[src/rtl/brc_pkg.sv]
`timescale 1ns / 1ps
// ----------------------------------------------------------------------------
// Byte round cipher package
// Constants and types shared by the byte round cipher modules.
// ----------------------------------------------------------------------------
package brc_pkg;

   localparam int unsigned ROUNDS    = 4;
   localparam int unsigned KEY_BYTES = 16;
   localparam int unsigned POS_W     = $clog2(KEY_BYTES);
   localparam int unsigned CSR_ADDR_W = 5;
   localparam int unsigned CSR_DATA_W = 32;

   // Register indexes, taken from paddr[4:2].
   localparam logic [2:0] REG_KEY_WORD0 = 3'd0;
   localparam logic [2:0] REG_KEY_WORD1 = 3'd1;
   localparam logic [2:0] REG_KEY_WORD2 = 3'd2;
   localparam logic [2:0] REG_KEY_WORD3 = 3'd3;
   localparam logic [2:0] REG_DIRECTION = 3'd4;

   localparam logic [31:0] KEY_WORD0_RST = 32'h5E913CA7;
   localparam logic [31:0] KEY_WORD1_RST = 32'd200689874;
   localparam logic [31:0] KEY_WORD2_RST = 32'd1690184051;
   localparam logic [31:0] KEY_WORD3_RST = 32'd1334494488;

   localparam logic DIR_ENCRYPT = 1'b0;
   localparam logic DIR_DECRYPT = 1'b1;

   typedef struct packed {
      logic [KEY_BYTES-1:0][7:0] key;
      logic                      direction;
   } brc_cfg_type;

   typedef struct packed {
      logic       valid;
      logic [7:0] data;
      logic       last;
   } brc_result_type;

endpackage

[src/rtl/brc_csr.sv]
`timescale 1ns / 1ps
// ----------------------------------------------------------------------------
// Byte round cipher register file
// Holds the 128-bit key and the direction bit behind an APB-style port.
// ----------------------------------------------------------------------------
module brc_csr (
   input  logic                              clock,
   input  logic                              reset,
   input  logic                              csr_psel,
   input  logic                              csr_penable,
   input  logic                              csr_pwrite,
   input  logic [brc_pkg::CSR_ADDR_W-1:0]    csr_paddr,
   input  logic [brc_pkg::CSR_DATA_W-1:0]    csr_pwdata,
   output logic [brc_pkg::CSR_DATA_W-1:0]    csr_prdata,
   output logic                              csr_pready,
   output brc_pkg::brc_cfg_type              cfg
);

   logic [3:0][31:0] key_word_ff;
   logic [3:0][31:0] key_word_in;
   logic             direction_ff;
   logic             direction_in;
   logic             wr_en;
   logic [2:0]       reg_index;

   assign csr_pready = 1'b1;
   assign wr_en      = csr_psel & csr_penable & csr_pwrite;
   assign reg_index  = csr_paddr[4:2];

   always_comb begin
      key_word_in  = key_word_ff;
      direction_in = direction_ff;
      if (wr_en) begin
         unique case (reg_index)
            brc_pkg::REG_KEY_WORD0: key_word_in[0] = csr_pwdata;
            brc_pkg::REG_KEY_WORD1: key_word_in[1] = csr_pwdata;
            brc_pkg::REG_KEY_WORD2: key_word_in[2] = csr_pwdata;
            brc_pkg::REG_KEY_WORD3: key_word_in[3] = csr_pwdata;
            brc_pkg::REG_DIRECTION: direction_in   = csr_pwdata[0];
            default: ;
         endcase
      end
   end

   always_comb begin
      unique case (reg_index)
         brc_pkg::REG_KEY_WORD0: csr_prdata = key_word_ff[0];
         brc_pkg::REG_KEY_WORD1: csr_prdata = key_word_ff[1];
         brc_pkg::REG_KEY_WORD2: csr_prdata = key_word_ff[2];
         brc_pkg::REG_KEY_WORD3: csr_prdata = key_word_ff[3];
         brc_pkg::REG_DIRECTION: csr_prdata = {31'd0, direction_ff};
         default:                csr_prdata = '0;
      endcase
   end

   always_ff @(posedge clock) begin
      if (reset) begin
         key_word_ff[0] <= brc_pkg::KEY_WORD0_RST;
         key_word_ff[1] <= brc_pkg::KEY_WORD1_RST;
         key_word_ff[2] <= brc_pkg::KEY_WORD2_RST;
         key_word_ff[3] <= brc_pkg::KEY_WORD3_RST;
         direction_ff   <= brc_pkg::DIR_DECRYPT;
      end else begin
         key_word_ff  <= key_word_in;
         direction_ff <= direction_in;
      end
   end

   // Key byte k sits in bits 8k upward of the concatenated words.
   assign cfg.key       = {key_word_ff[3], key_word_ff[2], key_word_ff[1], key_word_ff[0]};
   assign cfg.direction = direction_ff;

endmodule

[src/rtl/brc_core.sv]
`timescale 1ns / 1ps
// ----------------------------------------------------------------------------
// Byte round cipher core
// Input register, message position counter and the unrolled cipher rounds.
// ----------------------------------------------------------------------------
module brc_core (
   input  logic                       clock,
   input  logic                       reset,
   input  logic                       req_valid,
   input  logic [7:0]                 req_data_byte,
   input  logic                       req_last_byte,
   input  logic                       advance,
   input  brc_pkg::brc_cfg_type       cfg,
   output brc_pkg::brc_result_type    result
);

   logic                        valid_ff;
   logic                        valid_in;
   logic [7:0]                  data_ff;
   logic                        last_ff;
   logic [brc_pkg::POS_W-1:0]   pos_ff;
   logic [brc_pkg::POS_W-1:0]   pos_in;
   logic [brc_pkg::POS_W-1:0]   next_pos_ff;
   logic [brc_pkg::POS_W-1:0]   next_pos_in;
   logic                        accept;

   function automatic logic [7:0] encrypt_byte(
      input logic [7:0]                                 din,
      input logic [brc_pkg::KEY_BYTES-1:0][7:0]         key,
      input logic [brc_pkg::POS_W-1:0]                  pos
   );
      logic [7:0]                b;
      logic [brc_pkg::POS_W-1:0] idx;
      b = din;
      for (int r = 0; r < brc_pkg::ROUNDS; r++) begin
         idx = pos + brc_pkg::POS_W'(r * 3);
         b   = b ^ key[idx];
         b   = {b[4:0], b[7:5]};
         b   = b ^ 8'(r + 1);
         b   = b + key[pos];
      end
      return b;
   endfunction

   function automatic logic [7:0] decrypt_byte(
      input logic [7:0]                                 din,
      input logic [brc_pkg::KEY_BYTES-1:0][7:0]         key,
      input logic [brc_pkg::POS_W-1:0]                  pos
   );
      logic [7:0]                b;
      logic [brc_pkg::POS_W-1:0] idx;
      b = din;
      for (int r = brc_pkg::ROUNDS - 1; r >= 0; r--) begin
         idx = pos + brc_pkg::POS_W'(r * 3);
         b   = b - key[pos];
         b   = b ^ 8'(r + 1);
         b   = {b[2:0], b[7:3]};
         b   = b ^ key[idx];
      end
      return b;
   endfunction

   assign accept      = req_valid & advance;
   assign valid_in    = advance ? req_valid : valid_ff;
   assign pos_in      = next_pos_ff;
   // The position counter restarts after the last byte of a message.
   assign next_pos_in = accept ? (req_last_byte ? '0 : next_pos_ff + 1'b1) : next_pos_ff;

   always_ff @(posedge clock) begin
      if (reset) begin
         valid_ff    <= 1'b0;
         next_pos_ff <= '0;
      end else begin
         valid_ff    <= valid_in;
         next_pos_ff <= next_pos_in;
      end
   end

   always_ff @(posedge clock) begin
      if (accept) begin
         data_ff <= req_data_byte;
         last_ff <= req_last_byte;
         pos_ff  <= pos_in;
      end
   end

   always_comb begin
      result.valid = valid_ff;
      result.last  = last_ff;
      if (cfg.direction == brc_pkg::DIR_ENCRYPT) begin
         result.data = encrypt_byte(data_ff, cfg.key, pos_ff);
      end else begin
         result.data = decrypt_byte(data_ff, cfg.key, pos_ff);
      end
   end

endmodule

[src/rtl/byte_round_cipher_unit.sv]
`timescale 1ns / 1ps
// ----------------------------------------------------------------------------
// Byte round cipher unit
// Keyed per-byte round cipher over a message stream, one result per byte.
// ----------------------------------------------------------------------------
//  Channel  Direction  Handshake            Payload
//  req      in         req_valid/req_stall  req_data_byte, req_last_byte
//  rsp      out        rsp_valid/rsp_stall  rsp_out_byte, rsp_out_last
//  csr      in         APB-style, psel      paddr, pwdata, prdata
//
// One byte per cycle sustained while rsp is not stalled. A transfer on req reaches
// rsp through the input register ahead of the rounds and the result register after them.
// Synchronous reset empties both stages, zeroes the message position and
// reloads the key and direction registers with their defaults.
// A stall on rsp holds the result register; req stalls only when both stages are full.
// ----------------------------------------------------------------------------
module byte_round_cipher_unit (
   input  logic                            clock,
   input  logic                            reset,
   input  logic                            req_valid,
   output logic                            req_stall,
   input  logic [7:0]                      req_data_byte,
   input  logic                            req_last_byte,
   output logic                            rsp_valid,
   input  logic                            rsp_stall,
   output logic [7:0]                      rsp_out_byte,
   output logic                            rsp_out_last,
   input  logic                            csr_psel,
   input  logic                            csr_penable,
   input  logic                            csr_pwrite,
   input  logic [brc_pkg::CSR_ADDR_W-1:0]  csr_paddr,
   input  logic [brc_pkg::CSR_DATA_W-1:0]  csr_pwdata,
   output logic [brc_pkg::CSR_DATA_W-1:0]  csr_prdata,
   output logic                            csr_pready
);

   brc_pkg::brc_cfg_type    cfg;
   brc_pkg::brc_result_type result;
   logic                    out_busy;
   logic                    advance;
   logic                    rsp_valid_ff;
   logic                    rsp_valid_in;
   logic [7:0]              rsp_byte_ff;
   logic                    rsp_last_ff;
   logic                    load_out;

   brc_csr u_csr (
      .clock       (clock),
      .reset       (reset),
      .csr_psel    (csr_psel),
      .csr_penable (csr_penable),
      .csr_pwrite  (csr_pwrite),
      .csr_paddr   (csr_paddr),
      .csr_pwdata  (csr_pwdata),
      .csr_prdata  (csr_prdata),
      .csr_pready  (csr_pready),
      .cfg         (cfg)
   );

   brc_core u_core (
      .clock         (clock),
      .reset         (reset),
      .req_valid     (req_valid),
      .req_data_byte (req_data_byte),
      .req_last_byte (req_last_byte),
      .advance       (advance),
      .cfg           (cfg),
      .result        (result)
   );

   // The result register frees up whenever it is empty or its transfer completes.
   assign out_busy     = rsp_valid_ff & rsp_stall;
   assign advance      = ~result.valid | ~out_busy;
   assign req_stall    = ~advance;
   assign load_out     = ~out_busy & result.valid;
   assign rsp_valid_in = out_busy | result.valid;

   always_ff @(posedge clock) begin
      if (reset) begin
         rsp_valid_ff <= 1'b0;
      end else begin
         rsp_valid_ff <= rsp_valid_in;
      end
   end

   always_ff @(posedge clock) begin
      if (load_out) begin
         rsp_byte_ff <= result.data;
         rsp_last_ff <= result.last;
      end
   end

   assign rsp_valid    = rsp_valid_ff;
   assign rsp_out_byte = rsp_byte_ff;
   assign rsp_out_last = rsp_last_ff;

endmodule

[config.mk]
export PLATFORM = sky130hd
export DESIGN_NAME = byte_round_cipher_unit
export DESIGN_NICKNAME = d
export VERILOG_FILES = /design/src/rtl/brc_pkg.sv /design/src/rtl/brc_csr.sv /design/src/rtl/brc_core.sv /design/src/rtl/byte_round_cipher_unit.sv
export SDC_FILE = /design/constraint.sdc
export NUM_CORES = 1
export LEC_CHECK = 0
export BUFFER_PORTS_ARGS = -buffer_cell sky130_fd_sc_hd__buf_2
export CORE_UTILIZATION = 30
export CTS_CLUSTER_SIZE = 28
export DETAILED_ROUTE_END_ITERATION = 8
export SETUP_SLACK_MARGIN = 0.15
export SLEW_MARGIN = 20
export SYNTH_ARGS = -nofsm -noshare
export SYNTH_HDL_FRONTEND = slang
export SYNTH_SLANG_ARGS = --single-unit
[constraint.sdc]
create_clock -name clock -period 24 [get_ports clock]
set_input_delay 4.8 -clock clock [delete_from_list [all_inputs] [get_ports clock]]
set_output_delay 4.8 -clock clock [all_outputs]
set_load 0.005 [all_outputs]
==> flow_metrics.py <==
metrics = {
    "die": {
        "coreArea_sq_mm": 0.0421,
        "rows": 75,
        "die_area_sq_mm": 0.0438,
        "initial_core_util_pct": 30.6,
        "ios": 97,
        "die_h_um": 209,
        "die-width_um": 209,
    },
    "worst_setup_path": {
        "worst_ep_required_time_ns": 19.20,
        "crit_top_cell": "buf_2",
        "path_max_fanout": 26,
        "start_kind": "primary input",
        "cp_slowest_stage_delay_ns": 0.68,
        "end_kind": "output pin",
        "cp_slowest_cell": "nor3b_2",
        "critPathBufInv": 3,
        "cp_cell_sequence": "buf_2 > nor3b_2 > buf_4 > a22o_1 > a221o_1 > buf_2",
        "crit_type": "primary input to output pin",
        "worstPathArrival_ns": 6.71,
        "cp_top_family": "buffers and inverters",
    },
    "timing": {
        "fmax_mhz": 86.9,
        "grt_setup_unrepaired": "no",
        "setup_tns_ns": 0,
        "worstMarginPinSlew_ns": 0.996,
        "period_share_pct": 47.9,
        "setup_violations": 0,
        "hold_violations": 0,
        "final-max-slew-violation-count": 0,
        "finClkSkew_ns": 0.0222,
        "relSlewSlack_pct": 33.5,
        "fin_crit_ns": 11.51,
    },
    "clocking": {
        "cts-root-buf": "clkbuf_16",
        "clk_latency_ns": 0.45,
        "htree_levels": 4,
        "post_cts_resized": 0,
        "numCtsBuffers": 17,
        "cts.clk_slew.worst_paths_ns": 0.06,
        "post_cts_buffers": 0,
        "numClockSinks": 157,
        "cts_tree": "done",
        "hold_buffers": 0,
        "clk_path_buf_depth": 2,
    },
    "placed_design": {
        "numPortBuffers": 93,
        "post_dp_cell_area_sq_mm": 0.0138,
        "place.gp.congestion": 0.916,
        "hpwl_um": 28300,
        "dp.cells": 1815,
    },
    "routing": {
        "wl_per_cell_um": 22.3,
        "vias": 10700,
        "dr.pass1.iters": 7,
        "ant_nets": 0,
        "first_iter_violations": 1098,
        "via_per_inst": 5.78,
        "wl_um": 41300,
        "drc": 0,
    },
    "cells_and_area": {
        "instances_no_fill": 1851,
        "fin_nets": 1415,
        "nFillCells": 4211,
        "final_area_sq_mm": 0.0144,
        "utilization_pct": 34.1,
        "mostFrequentLayoutCells": "nand2_1, mux4_2, dfxtp_1",
        "area_growth_pct": 11.6,
        "final_common_cell": "nand2_1",
        "drive_above_1_share_pct": 24.8,
    },
    "hold_path": {
        "hp-class": "flop to flop",
    },
    "power": {
        "ir_worst_vdd_mv": 0.0978,
        "power.leakage_nw": 5.48,
        "power.density_mw_per_mm2": 121,
    },
    "synth": {
        "seq_area_frac_synth_pct": 26.1,
        "synthArstFlopShare_pct": 0,
        "yosysWarnings": 0,
        "syn-num-nets": 1380,
        "synth_area_per_cell_sq_um": 10.2,
        "synth-edff-count": 22,
        "synthFlopType": "dfxtp_1",
        "syn_inst": 1260,
        "synth_cell_types": 61,
        "syn-cell-area_sq_mm": 0.0129,
        "synth-seq-cells": 157,
    },
    "global_routing": {
        "grt_max_degree": 122,
        "grt_pass1_wl_um": 63600,
        "track_usage_pct": 19.0,
        "grt_pass1_vias": 10400,
        "antenna_found_initial": 10,
        "grt.overflow.total": 0,
    },
    "run": {
        "maxCapViolCount": 0,
    },
    "run_status": {
        "status": "finished, final reports clean",
    },
}
final timing paths:
path	start	slack (ns)	end	cells past startpoint
hold reg to reg	u_core.last_ff$_DFFE_PP_	0.42	rsp_out_last$_DFFE_PP_	0
hold / removal	u_core.last_ff$_DFFE_PP_	0.42	rsp_out_last$_DFFE_PP_	0
setup / recovery	csr_paddr[3]	12.49	csr_prdata[24]	6
setup reg to reg	u_core.pos_ff[0]$_DFFE_PP_	14.69	rsp_out_byte[5]$_DFFE_PP_	36
where the power goes:
part           leakage [nW]  switching (W)  total (W)  internal (W)
Combinational          3.90       0.000593    0.00116      0.000562
Sequential             1.31     0.00000713   0.000310      0.000303
Clock                 0.273       0.000132   0.000272      0.000140
final cells by class:
class / instances / area, sq um / area share, %
multi-input cells: 980 / 9050 / 62.9
flip-flops and latches: 157 / 3360 / 23.4
well taps: 539 / 674 / 4.69
repair buffers: 111 / 616 / 4.28
clock buffers: 19 / 443 / 3.08
clock inverters: 13 / 126 / 0.878
inverters: 28 / 105 / 0.731
diodes: 4 / 10.0 / 0.0696
sequential cells by signal, indices dropped and copies added (netlist names):
| name | count |
|---|---|
| u_core.pos_ff | 4 |
| u_core.data_ff | 8 |
| rsp_out_last | 1 |
| u_csr.cfg | 128 |
| u_core.last_ff | 1 |
| rsp_out_byte | 8 |
| u_core.next_pos_ff | 4 |
| u_csr.direction_ff | 1 |
| rsp_valid | 1 |
| u_core.valid_ff | 1 |
worst reg2reg max path: cells and delay by family (launching register included):
kind,cells,cell delay (ns)
compound gates,15,2.67
fa+ha+maj,8,2.60
buf+inv,5,1.06
simple gates,2,0.19
flops,1,0.38
xor+xnor,4,0.68
mux,2,1.44
synth_stat cells (2+ instances only):
cell type    n  area share [%]
nand2_1    279             8.1
mux4_2     154              27
dfxtp_1    135              21
a21oi_1     98             3.8
xnor2_1     84             5.7
clkbuf_1    69             2.0
nand3b_1    64             3.7
ha_1        59             5.7
a221o_1     31             2.4
xor2_1      31             2.1
a22o_1      30             2.0
inv_1       25            0.73
edfxtp_1    22             5.1
nor2_1      19            0.55
o21ai_0     18            0.70
a21o_1      15            0.87
buf_2       15            0.58
mux2i_1     11            0.85
fa_1         8             1.2
nand2b_1     8            0.39
buf_4        6            0.35
mux2_2       6            0.52
nand3_1      6            0.23
nor2b_1      5            0.24
maj3_1       4            0.31
nor3_1       4            0.16
and2_1       3            0.15
buf_1        3           0.087
o21bai_1     3            0.17
xnor2_2      3            0.38
a21boi_0     2            0.12
a22oi_1      2            0.12
a2bb2oi_1    2            0.14
and2_0       2           0.097
and3_1       2           0.097
buf_6        2            0.17
inv_2        2           0.058
maj3_2       2            0.17
nor3b_1      2            0.12
o221ai_1     2            0.14
or3_1        2           0.097
stage by stage:
stage,power [W],hold WS (ns),setup slack (ns)
3_3_place_gp,0.00145,0.407,12.37
4_1_cts,0.00175,0.422,12.37
2_1_floorplan,0.00125,0.400,13.12
3_5_place_dp,0.00147,0.405,12.37
6_report,0.00174,0.420,12.49
5_1_grt,0.00189,0.430,12.41
cells by family (layout without fill, tap and decap cells):
kind of cell	Yosys count	after routing	share of synthesized area (%)
simple gates	400	400	14.2
compound gates	214	214	11.2
mux	172	172	28.5
flops	157	157	26.1
buf+inv	123	171	4.02
xor+xnor	120	120	8.49
fa+ha+maj	73	73	7.45
other cells	1	5	0.0291
routing by layer:
metal	vias to the layer above	global-route usage, %	routed length (um)
li1	4748	-	-
met1	5252	25.8	17100
met2	614	29.7	18600
met3	67	5.09	4500
met4	12	5.63	972
met5	-	0	78
(Power assumes the default switching activity.)
